==> src/rtl/spv_pkg.sv <==
// Shared constants, types and byte classifiers for the safe path validator.
package spv_pkg;

	localparam logic [7:0] CH_NUL   = 8'h00;
	localparam logic [7:0] CH_CTL   = 8'h1f;
	localparam logic [7:0] CH_DEL   = 8'h7f;
	localparam logic [7:0] CH_SPACE = 8'h20;
	localparam logic [7:0] CH_DOT   = 8'h2e;
	localparam logic [7:0] CH_TILDE = 8'h7e;
	localparam logic [7:0] CH_SLASH = 8'h2f;
	localparam logic [7:0] CH_BSL   = 8'h5c;
	localparam logic [7:0] CH_LT    = 8'h3c;
	localparam logic [7:0] CH_GT    = 8'h3e;
	localparam logic [7:0] CH_PIPE  = 8'h7c;
	localparam logic [7:0] CH_COLON = 8'h3a;

	localparam logic [1:0] POS_FIRST  = 2'd0;
	localparam logic [1:0] POS_SECOND = 2'd1;
	localparam logic [1:0] POS_LATER  = 2'd2;

	localparam int TDATA_W = 8;

	typedef struct packed {
		logic term;
		logic safe;
	} verdict_t;

	function automatic logic is_lead_bad(input logic [7:0] c);
		return (c == CH_SPACE) || (c == CH_DOT) || (c == CH_TILDE) || (c == CH_SLASH);
	endfunction

	function automatic logic is_forbidden(input logic [7:0] c);
		return (c <= CH_CTL) || (c == CH_DEL) || (c == CH_BSL) || (c == CH_LT) ||
			(c == CH_GT) || (c == CH_PIPE);
	endfunction

	function automatic logic is_letter(input logic [7:0] c);
		return ((c >= 8'h41) && (c <= 8'h5a)) || ((c >= 8'h61) && (c <= 8'h7a));
	endfunction

endpackage

==> src/rtl/spv_rules.sv <==
// Path rule state and the verdict logic applied to one byte.
module spv_rules (
	input  logic              clk,
	input  logic              arst_n,
	input  logic              en,
	input  logic [7:0]        path_byte,
	output spv_pkg::verdict_t verdict
);
	import spv_pkg::*;

	logic [1:0]  pos_q;
	logic [7:0]  first_q;
	logic [23:0] recent_q;
	logic        rej_q;
	logic        slash_q;
	logic        segbad_q;

	logic [7:0] p1, p2, p3;
	logic       term;
	logic       bad_end;
	logic       rej_next;

	assign p1   = recent_q[7:0];
	assign p2   = recent_q[15:8];
	assign p3   = recent_q[23:16];
	assign term = (path_byte == CH_NUL);

	always_comb begin
		bad_end = rej_q || (pos_q == POS_FIRST) || (slash_q && segbad_q) ||
			(p1 == CH_SPACE) || (p1 == CH_SLASH) ||
			((p2 == CH_SLASH) && (p1 == CH_DOT)) ||
			((p3 == CH_SLASH) && (p2 == CH_DOT) && (p1 == CH_DOT));
		rej_next = rej_q || is_forbidden(path_byte);
		if (pos_q == POS_FIRST && is_lead_bad(path_byte))
			rej_next = 1'b1;
		if (pos_q == POS_SECOND && is_letter(first_q) && path_byte == CH_COLON)
			rej_next = 1'b1;
		if (path_byte == CH_SLASH) begin
			if ((p2 == CH_SLASH) && (p1 == CH_DOT))
				rej_next = 1'b1;
			if ((p3 == CH_SLASH) && (p2 == CH_DOT) && (p1 == CH_DOT))
				rej_next = 1'b1;
		end
	end

	assign verdict.term = term;
	assign verdict.safe = !bad_end;

	always_ff @(posedge clk or negedge arst_n) begin
		if (!arst_n) begin
			pos_q    <= POS_FIRST;
			first_q  <= '0;
			recent_q <= '0;
			rej_q    <= 1'b0;
			slash_q  <= 1'b0;
			segbad_q <= 1'b0;
		end else if (en) begin
			if (term) begin
				// clear everything once the verdict is out
				pos_q    <= POS_FIRST;
				first_q  <= '0;
				recent_q <= '0;
				rej_q    <= 1'b0;
				slash_q  <= 1'b0;
				segbad_q <= 1'b0;
			end else begin
				rej_q <= rej_next;
				if (pos_q == POS_FIRST)
					first_q <= path_byte;
				if (pos_q != POS_FIRST && p1 == CH_SLASH)
					segbad_q <= is_lead_bad(path_byte);
				if (path_byte == CH_SLASH)
					slash_q <= 1'b1;
				if (pos_q != POS_LATER)
					pos_q <= pos_q + 2'd1;
				recent_q <= {recent_q[15:0], path_byte};
			end
		end
	end

endmodule

==> src/rtl/safe_path_validator_core.sv <==
// Top level: input register, path rule stage and output register of the validator.
//
//  channel | direction | tdata (low bit up)        | transaction
//  s_axis  | in        | path_byte[7:0]            | one path byte, zero ends path
//  m_axis  | out       | path_is_safe[0], zeros    | one verdict per zero byte
//
// One byte per cycle while no verdict stalls; each byte passes through the input register,
// and a zero byte loads its verdict into the output register as it leaves.
// The rule flags and the last three bytes update together from the input register.
// Reset clears the flags and both valid bits at once; no clearing pass.
// A stalled verdict holds only zero bytes in the input register; other bytes keep flowing.
module safe_path_validator_core (
	input  logic                        clk,
	input  logic                        arst_n,
	input  logic                        s_tvalid,
	output logic                        s_tready,
	input  logic [spv_pkg::TDATA_W-1:0] s_tdata,  // [7:0] path_byte
	output logic                        m_tvalid,
	input  logic                        m_tready,
	output logic [spv_pkg::TDATA_W-1:0] m_tdata   // [0] path_is_safe, [7:1] zero
);
	import spv_pkg::*;

	logic       byte_valid_s1;
	logic [7:0] byte_s1;
	logic       adv_s1;
	logic       out_valid_q;
	logic       out_safe_q;
	verdict_t   verdict;

	spv_rules u_rules (
		.clk       (clk),
		.arst_n    (arst_n),
		.en        (adv_s1),
		.path_byte (byte_s1),
		.verdict   (verdict)
	);

	// a plain byte always moves on; a terminator needs the output slot
	assign adv_s1   = byte_valid_s1 && (!verdict.term || !out_valid_q || m_tready);
	assign s_tready = !byte_valid_s1 || adv_s1;

	always_ff @(posedge clk or negedge arst_n) begin
		if (!arst_n) begin
			byte_valid_s1 <= 1'b0;
			out_valid_q   <= 1'b0;
		end else begin
			if (s_tready)
				byte_valid_s1 <= s_tvalid;
			if (adv_s1 && verdict.term)
				out_valid_q <= 1'b1;
			else if (m_tready)
				out_valid_q <= 1'b0;
		end
	end

	always_ff @(posedge clk) begin
		if (s_tready && s_tvalid)
			byte_s1 <= s_tdata;
		if (adv_s1 && verdict.term)
			out_safe_q <= verdict.safe;
	end

	assign m_tvalid = out_valid_q;
	assign m_tdata  = {{(TDATA_W-1){1'b0}}, out_safe_q};

	a_no_overwrite: assert property (@(posedge clk) disable iff (!arst_n)
		!(s_tvalid && s_tready && byte_valid_s1 && !adv_s1))
		else $error("input register overwritten while held");

	a_verdict_loads: assert property (@(posedge clk) disable iff (!arst_n)
		(adv_s1 && verdict.term) |=> out_valid_q)
		else $error("terminator did not produce a verdict");

	a_verdict_drains: assert property (@(posedge clk) disable iff (!arst_n)
		(out_valid_q && m_tready && !(adv_s1 && verdict.term)) |=> !out_valid_q)
		else $error("verdict repeated after it was taken");

	a_no_lost_verdict: assert property (@(posedge clk) disable iff (!arst_n)
		(out_valid_q && !m_tready) |-> !(adv_s1 && verdict.term))
		else $error("verdict replaced before it was taken");

endmodule
==> config.mk <==
export PLATFORM = sky130hd
export DESIGN_NAME = safe_path_validator_core
export DESIGN_NICKNAME = d
export VERILOG_FILES = /design/src/rtl/spv_pkg.sv /design/src/rtl/spv_rules.sv /design/src/rtl/safe_path_validator_core.sv
export SDC_FILE = /design/constraint.sdc
export NUM_CORES = 1
export LEC_CHECK = 0
export ABC_CLOCK_PERIOD_IN_PS = 4000
export BUFFER_PORTS_ARGS = -buffer_cell sky130_fd_sc_hd__buf_2
export CAP_MARGIN = 20
export CORE_ASPECT_RATIO = 1.5
export CORE_MARGIN = 2
export CORE_UTILIZATION = 62
export DETAILED_ROUTE_END_ITERATION = 16
export GPL_ROUTABILITY_DRIVEN = 0
export HOLD_SLACK_MARGIN = 0.08
export PLACE_DENSITY = 0.83
export SETUP_SLACK_MARGIN = 0.1
export SLEW_MARGIN = 20
export SYNTH_ARGS = -nofsm -noshare
export SYNTH_HDL_FRONTEND = slang
export SYNTH_SLANG_ARGS = --single-unit
==> constraint.sdc <==
create_clock -name clk -period 4 [get_ports clk]
set_clock_uncertainty 0.2 [all_clocks]
set_input_delay 1 -clock clk [delete_from_list [all_inputs] [get_ports clk]]
set_output_delay 1 -clock clk [all_outputs]
set_load 0.05 [all_outputs]
# Yosys cells after proc, flatten, opt, wreduce, memory -nomap -nowiden
# Index checks and enable logic that the tools add are counted.
# totals
reg_bits	48
inputBits	12
out_inout_bits	10
word_cells	99
# op_classes
addsub	1
order_cmp	5
eq_ne	18
muxes	17
reduce_logical	48
# ops
op	count
$eq 8x6->1 const B	12
$eq 8x7->1 const B	4
$mux 24	1
$logic_or 1x1->1	19
$ge 8x7->1 const B	2
$le 8x7->1 const B	2
$mux 8	2
$logic_and 1x1->1	13
$mux 1	12
$reduce_bool 2->1	6
$le 8x5->1 const B	1
$logic_not 8->1	1
$reduce_and 2->1	4
$logic_not 1->1	4
$mux 2	2
$add 2x1->2 const B	1
$eq 2x1->1 const B	1
$logic_not 2->1	1
$ne 2x2->1 const B	1

# Longest topological paths before layout
# Gate-level depths: netlist (run 1).
# logic_depth
depth_word	13
mapped_depth	7
mapped_depth_nobuf	7

# Hierarchy
# Synthesis (run 1) repeated with hierarchy kept, for this count alone.
# unflattened
cells_unflattened	200
area_unflattened_um2	2199.6
# by_module_without_submodules
mod	n_inst	cells_each	area_per_inst_um2	seq_area_each_um2
spv_rules	1	172	1759.2	900.9
safe_path_validator_core	1	28	440.4	320.3

# Least setup slack after synthesis (run 1)
# No wires, ideal clock.
# synth_timing
kind	register to output
from	reg byte_s1[6]
to	out s_tready
arrival_ns	1.573
t_required_ns	2.800
setup_slack_ns	1.227
stages_incl_launch_ff	5
path_buffers	1
path_cell_list	edfxtp_1 -> buf_6 -> or3_4 -> nor3b_4 -> nand3_1
# synth_between
elab_chain_len	6
# synth_lines
item	line	text
from (decl)	safe_path_validator_core.sv:25	logic [7:0] byte_s1;
from (signal assigned)	safe_path_validator_core.sv:59	byte_s1 <= s_tdata;
$logic_not 8->1	spv_rules.sv:26	assign term = (path_byte == CH_NUL);
$logic_not 1->1	safe_path_validator_core.sv:40	assign adv_s1 = byte_valid_s1 && (!verdict.term || !out_valid_q || m_tready);
$logic_or 1x1->1 (2 in series)	safe_path_validator_core.sv:40	
$logic_and 1x1->1	safe_path_validator_core.sv:40	
$logic_or 1x1->1	safe_path_validator_core.sv:41	assign s_tready = !byte_valid_s1 || adv_s1;
to (decl)	safe_path_validator_core.sv:16	output logic s_tready,
# No other way between the ends.

# Final worst setup path (run 1)
# Same ends and word-level chain as after synthesis.

==> results of run 1 <==
-- per-layer routing --
layer	vias up	track usage, %
met4	0	11.40
met2	39	40.79
met1	721	25.03
li1	676	-
met5	-	0
met3	15	6.863
-- cells in the final DEF (no fill, tap or decap), drive strengths merged, types with 7 or more instances in the layout --
master	n
a21oi	7
a22o	17
buf	14
clkbuf	8
conb	7
dfrtp	38
edfxtp	9
nand2	23
nand3	7
-- cell families (layout without fill, tap and decap cells) --
| group | after synthesis | count (layout) | synth area share [%] |
|---|---|---|---|
| flops | 47 | 47 | 57.38 |
| fa+ha+maj | 3 | 3 | 1.764 |
| simple gates | 62 | 62 | 16.76 |
| compound gates | 41 | 41 | 15.23 |
| mux | 6 | 6 | 3.174 |
| buf+inv | 20 | 28 | 5.526 |
| other cells | 1 | 7 | 0.1762 |
-- power groups by stage --
stage	clock network (mW)	logic [mW]	registers, mW
final	0.351	0.225	0.651
after global placement	0	0.216	0.649
after floorplan	0	0.188	0.633
after detailed placement	0	0.226	0.658
after global routing	0.379	0.251	0.661
after CTS	0.357	0.227	0.649
-- through the flow --
stage	std cells	worst slack (ns)
after floorplan	186	1.227
after global placement	228	1.193
after detailed placement	228	1.185
after CTS	236	0.8498
after global routing	236	0.7628
final	236	0.8608
-- registers in the layout, indices dropped and copies added (netlist names) --
name              count
byte_s1               8
u_rules.first_q       7
u_rules.rej_q         1
u_rules.pos_q         2
u_rules.recent_q     24
u_rules.segbad_q      1
out_safe_q            1
byte_valid_s1         1
m_tvalid              1
u_rules.slash_q       1
-- path summary, 6_finish.rpt --
path	start	endpoint	slack [ns]	depth (start not counted)
max in group asynchronous	arst_n	u_rules.first_q[1]	2.49	1
max reg2reg	byte_s1[2]	u_rules.first_q[7]	1.38	5
min reg2reg	u_rules.first_q[7]	u_rules.first_q[7]	0.29	1
min in group asynchronous	arst_n	u_rules.recent_q[15]	0.58	1
min	u_rules.first_q[7]	u_rules.first_q[7]	0.29	1
max	byte_s1[6]	s_tready	0.86	4
-- cell usage after synthesis, types with 3 or more instances --
master and number:
nand3_1 6, dfrtp_1 38, mux2_2 4, buf_4 8
nor2b_1 3, nand4_1 3, a21oi_1 6, nand2_1 23
o21ai_0 5, nor2_1 3, buf_2 4, inv_1 6
edfxtp_1 9, a22o_1 17, ha_1 3, nor3_1 4
-- worst register-to-register path: stages (launching register included) --
cell and delay [ns]:
edfxtp_1 0.50, nor4_2 0.39, nand3b_1 0.26, o21ai_4 0.62
a21oi_2 0.19, mux2_1 0.35
-- cell type report --
type / count / area, um^2
sequential: 47 / 1221
timing repair buffer: 14 / 70.07
inverter: 6 / 22.52
fill: 255 / 1050
tap: 42 / 52.55
clock buffer: 8 / 122.6
multi-input combinational: 119 / 812.0
==> flow_summary_export.csv, run 1 <==
group,metric,value,unit
synthesis,yosysWarnings,0,
cells_and_area,utilization,68.67,%
detailed_routing,vias_per_cell,6.148,
cells_and_area,n_antenna_cell,0,
power_and_ir_drop,power_density,533.4,nW/um^2
worst_setup_path,path_cells,"or3_4 -> nor3b_4 -> nand3_1 -> buf_2",
timing,rsz0062_at_grt,"false",
floorplan,die_area,3927,um^2
global_routing,grt_start_max_net_pins,39,
detailed_routing,routed-wl-met3,142,um
worst_setup_path,crit_arrival,1.94,ns
detailed_routing,wirelength,3912,um
synthesis,synth_edf_count,9,
worst_setup_path,crit_buf_inv,1,
timing,worstMarginPinSlew,0.8208,ns
synthesis,ys.flop_type,"dfrtp_1",
worst_setup_path,crit_required,2.80,ns
power_and_ir_drop,p_sw,0.3426,mW
detailed_routing,wl_met1,1491,um
cells_and_area,final_area,2301,um^2
power_and_ir_drop,power,1.227,mW
clocking,ctsResizeCount,0,
min_path,hp-class,"register to register",
placed_design,placed_area,2178,um^2
synthesis,synthCells,180,
synthesis,synth_seq_area_share,57.38,%
timing,fin_tns_setup,0,ns
worst_setup_path,cp_slowest_cell,"edfxtp_1",
worst_setup_path,cp_slowest_stage_delay,0.52,ns
global_routing,track_usage,23.14,%
synthesis,syn_avg_cell_area,11.82,um^2
worst_setup_path,start_kind,"register",
synthesis,synthDistinctLibCells,47,
floorplan,design.core.area,3351,um^2
worst_setup_path,cp-end-kind,"primary output",
worst_setup_path,worst-path-max-fanout,9,
clocking,cts_hold_buf,0,
synthesis,synth.largest_area_cell,"dfrtp_1",
global_routing,grt_pass1_wl,6520,um
power_and_ir_drop,power.internal,0.8846,mW
timing,final-setup-viol-count,0,
floorplan,ios,22,
clocking,root_buffer,"clkbuf_8",
cells_and_area,area_growth,8.113,%
synthesis,yosysTopAreaCellShare,44.68,%
global_routing,globalRouteOverflowTotal,0,
clocking,worst_skew_pair.late_latency,0.31,ns
clocking,htreeDepth,2,
power_and_ir_drop,clockPowerShare,28.6,%
floorplan,placement_rows,26,
detailed_routing,wl_met2,2147,um
detailed_routing,highest_layer,"met4",
synthesis,synthArstFlopShare,80.85,%
detailed_routing,routedWlPerCell,16.58,um
timing,slew_viol_final,0,
clocking,cts_tree,"done",
global_routing,grt_antenna_before_repair,0,
cells_and_area,fin_nets,208,
timing,min_period,3.139,ns
power_and_ir_drop,pwr-share-comb,18.3,%
clocking,numCtsBuffers,5,
cells_and_area,drive_gt1_share,16.49,%
timing,holdWs,0.2924,ns
power_and_ir_drop,seq_power_share,53.0,%
global_routing,grt_pass1_vias,1429,
timing,min_period_over_period,78.48,%
detailed_routing,drc,0,
detailed_routing,drtAntennaViolNets,0,
detailed_routing,num_vias,1451,
worst_setup_path,critPathTopFamily,"simple AND/OR/NAND/NOR gates",
synthesis,yosys-top-cells-area,"dfrtp_1, edfxtp_1, a22o_1",
power_and_ir_drop,vdd_drop_max,0.4056,mV
clocking,path_clk_slew,0.08,ns
power_and_ir_drop,cellLeakagePower,1.024,nW
detailed_routing,first_pass_iters,4,
run,drv_cap,0,
detailed_routing,drtIter0Drc,42,
clocking,cts_sinks,47,
outcome,status,"completed",
floorplan,die_y,75.76,um
floorplan,initial_core_util,63.52,%
power_and_ir_drop,swShare,27.92,%
clocking,clk_path_buf_depth,2,
synthesis,synth_area,2128,um^2
worst_setup_path,path_class,"register to primary output",
timing,finalHoldViolations,0,
timing,clock.fmax,318.5,MHz
clocking,cts_setup_buffers,0,
floorplan,die_x,51.84,um
placed_design,dp_hpwl,2828,um
timing,relSlewSlack,45.28,%
synthesis,yosys_register_bits,47,
placed_design,portBuffers,14,
No activity file was read; power rests on OpenSTA's default activity.
==> inputs of run 2 (changes only) <==
--- a/config.mk
+++ b/config.mk
@@ -5,16 +5,16 @@
 export SDC_FILE = /design/constraint.sdc
 export NUM_CORES = 1
 export LEC_CHECK = 0
-export ABC_CLOCK_PERIOD_IN_PS = 4000
+export ABC_CLOCK_PERIOD_IN_PS = 2820
 export BUFFER_PORTS_ARGS = -buffer_cell sky130_fd_sc_hd__buf_2
 export CAP_MARGIN = 20
 export CORE_ASPECT_RATIO = 1.5
 export CORE_MARGIN = 2
-export CORE_UTILIZATION = 62
+export CORE_UTILIZATION = 52
 export DETAILED_ROUTE_END_ITERATION = 16
 export GPL_ROUTABILITY_DRIVEN = 0
 export HOLD_SLACK_MARGIN = 0.08
-export PLACE_DENSITY = 0.83
+export PLACE_DENSITY = 0.75
 export SETUP_SLACK_MARGIN = 0.1
 export SLEW_MARGIN = 20
 export SYNTH_ARGS = -nofsm -noshare
==> constraint.sdc (replaced) <==
create_clock -name clk -period 2.82 [get_ports clk]
set_clock_uncertainty 0.2 [all_clocks]
set_input_delay 0.705 -clock clk [delete_from_list [all_inputs] [get_ports clk]]
set_output_delay 0.705 -clock clk [all_outputs]
set_load 0.05 [all_outputs]
==> run 2 against run 1 <==
Setup slack worse by 0.69 ns. Die area up 18%. Sequential share of layout area down 1.7 points. Final cell count up 6.8%. Count of clock-buffer cells in the layout down 1. Power up 35%. Non-clock buffer count up 13. Register-to-register slack worse by 0.96 ns. Global-route usage down 2.4 points. Via count up 4.1%. Critical path depth unchanged. Largest cell class unchanged. Highest routed layer unchanged.
==> flow_summary_export.csv, run 2 (same netlist as run 1, synthesis figures left out) <==
group,metric,value,unit
clocking,numCtsBuffers,5,
power_and_ir_drop,cellLeakagePower,1.073,nW
clocking,path_clk_slew,0.08,ns
worst_setup_path,cp_slowest_stage_delay,0.49,ns
power_and_ir_drop,power,1.657,mW
clocking,root_buffer,"clkbuf_8",
clocking,cts_hold_buf,0,
worst_setup_path,worst-path-max-fanout,6,
min_path,hp-class,"input port to async pin",
clocking,clk_path_buf_depth,2,
cells_and_area,drive_gt1_share,21.74,%
timing,final-setup-viol-count,0,
global_routing,track_usage,20.75,%
power_and_ir_drop,power_density,697.2,nW/um^2
timing,clock.fmax,376.8,MHz
detailed_routing,wirelength,4580,um
cells_and_area,top_regs,"u_rules.recent_q (24), byte_s1 (8), u_rules.first_q (7)",
cells_and_area,utilization,60.59,%
cells_and_area,layout_common_cells,"dfrtp_1, nand2_1, a22o_1, buf_4, buf_2",
worst_setup_path,crit_buf_inv,1,
cells_and_area,area_growth,11.70,%
worst_setup_path,critPathTopFamily,"simple AND/OR/NAND/NOR gates",
timing,slew_viol_final,0,
clocking,cts_tree,"done",
cells_and_area,n_antenna_cell,0,
placed_design,dp_hpwl,2900,um
timing,rsz0062_at_grt,"false",
floorplan,placement_rows,28,
detailed_routing,num_vias,1510,
timing,finalHoldViolations,0,
timing,relSlewSlack,44.88,%
timing,min_period,2.654,ns
global_routing,grt_pass1_vias,1554,
clocking,worst_skew_pair.late_latency,0.30,ns
placed_design,portBuffers,14,
detailed_routing,routedWlPerCell,18.17,um
cells_and_area,fin_nets,221,
worst_setup_path,crit_arrival,1.75,ns
worst_setup_path,crit_required,1.91,ns
timing,fin_ws,0.1664,ns
clocking,htreeDepth,2,
global_routing,globalRouteOverflowTotal,0,
detailed_routing,drc,0,
floorplan,design.core.area,3924,um^2
outcome,status,"completed",
detailed_routing,vias_per_cell,5.992,
worst_setup_path,cp_slowest_cell,"edfxtp_1",
timing,min_period_over_period,94.10,%
floorplan,die_y,82.36,um
detailed_routing,first_pass_iters,5,
floorplan,die_x,56.24,um
detailed_routing,drtIter0Drc,75,
worst_setup_path,start_kind,"register",
power_and_ir_drop,vdd_drop_max,0.6330,mV
floorplan,ios,22,
clocking,cts_sinks,47,
global_routing,grt_start_max_net_pins,39,
worst_setup_path,path_cells,"or3_4 -> nor3b_4 -> nand3_2 -> buf_4",
cells_and_area,largest_reg_flops,24,
floorplan,initial_core_util,54.24,%
cells_and_area,top_register,"u_rules.recent_q",
floorplan,die_area,4631,um^2
detailed_routing,drtAntennaViolNets,0,
global_routing,grt_pass1_wl,7217,um
placed_design,pre_cts_ws,0.2963,ns
worst_setup_path,path_class,"register to primary output",
cells_and_area,layout_commonest_cell,"dfrtp_1",
worst_setup_path,cp-end-kind,"primary output",
timing,worstMarginPinSlew,0.8267,ns
global_routing,grt_antenna_before_repair,0,
timing,fin_tns_setup,0,ns
run,drv_cap,0,
==> run 2: worst paths after layout <==
path                                        to          startpoint  cells past startpoint  slack (ns)
hold reg to reg             u_rules.first_q[6]  u_rules.first_q[6]                      1        0.30
setup / recovery                      s_tready          byte_s1[7]                      4        0.17
setup reg to reg              u_rules.pos_q[0]          byte_s1[6]                      6        0.42
min in group clk            u_rules.first_q[6]  u_rules.first_q[6]                      1        0.30
hold / removal                u_rules.pos_q[0]              arst_n                      1        0.30
max in group asynchronous  u_rules.recent_q[3]              arst_n                      1        1.59
==> run 2: power by group <==
| group | total, mW | internal [mW] | switching (mW) |
|---|---|---|---|
| registers | 0.922 | 0.819 | 0.103 |
| logic | 0.356 | 0.169 | 0.187 |
| clock network | 0.379 | 0.174 | 0.205 |
| total | 1.66 | 1.16 | 0.496 |
==> run 2: what timing repair did <==
action	4_1_cts	5_1_grt
setup endpoints to repair	1	1
setup buffers	3	9
pin swaps	0	1
resized for setup	1	3
==> run 2: layout make-up <==
type | instances | area, um^2
repair buffers | 27 | 170.2
clock buffers | 7 | 76.32
inverters | 6 | 22.52
well taps | 45 | 56.30
multi-input cells | 119 | 825.8
flip-flops and latches | 47 | 1221
clock inverters | 1 | 5.005
fillers | 331 | 1546
==> run 2: stage by stage <==
step | area, um^2 | hold slack [ns] | std cells
after CTS | 2302 | 0.2939 | 243
after global placement | 2190 | 0.2813 | 232
final | 2377 | 0.2969 | 252
after global routing | 2377 | 0.3200 | 252
after floorplan | 2151 | 0.2094 | 186
after detailed placement | 2190 | 0.2764 | 232
==> run 2: metal layers <==
layer  vias to the layer above  global-route usage, %  part of all wire (%)
met5                         -                      0                     0
met2                        67                  37.18                    54
met3                        14                  4.984                   5.2
met1                       728                  22.30                    37
li1                        701                      -                     -
met4                         0                  12.14                   3.7
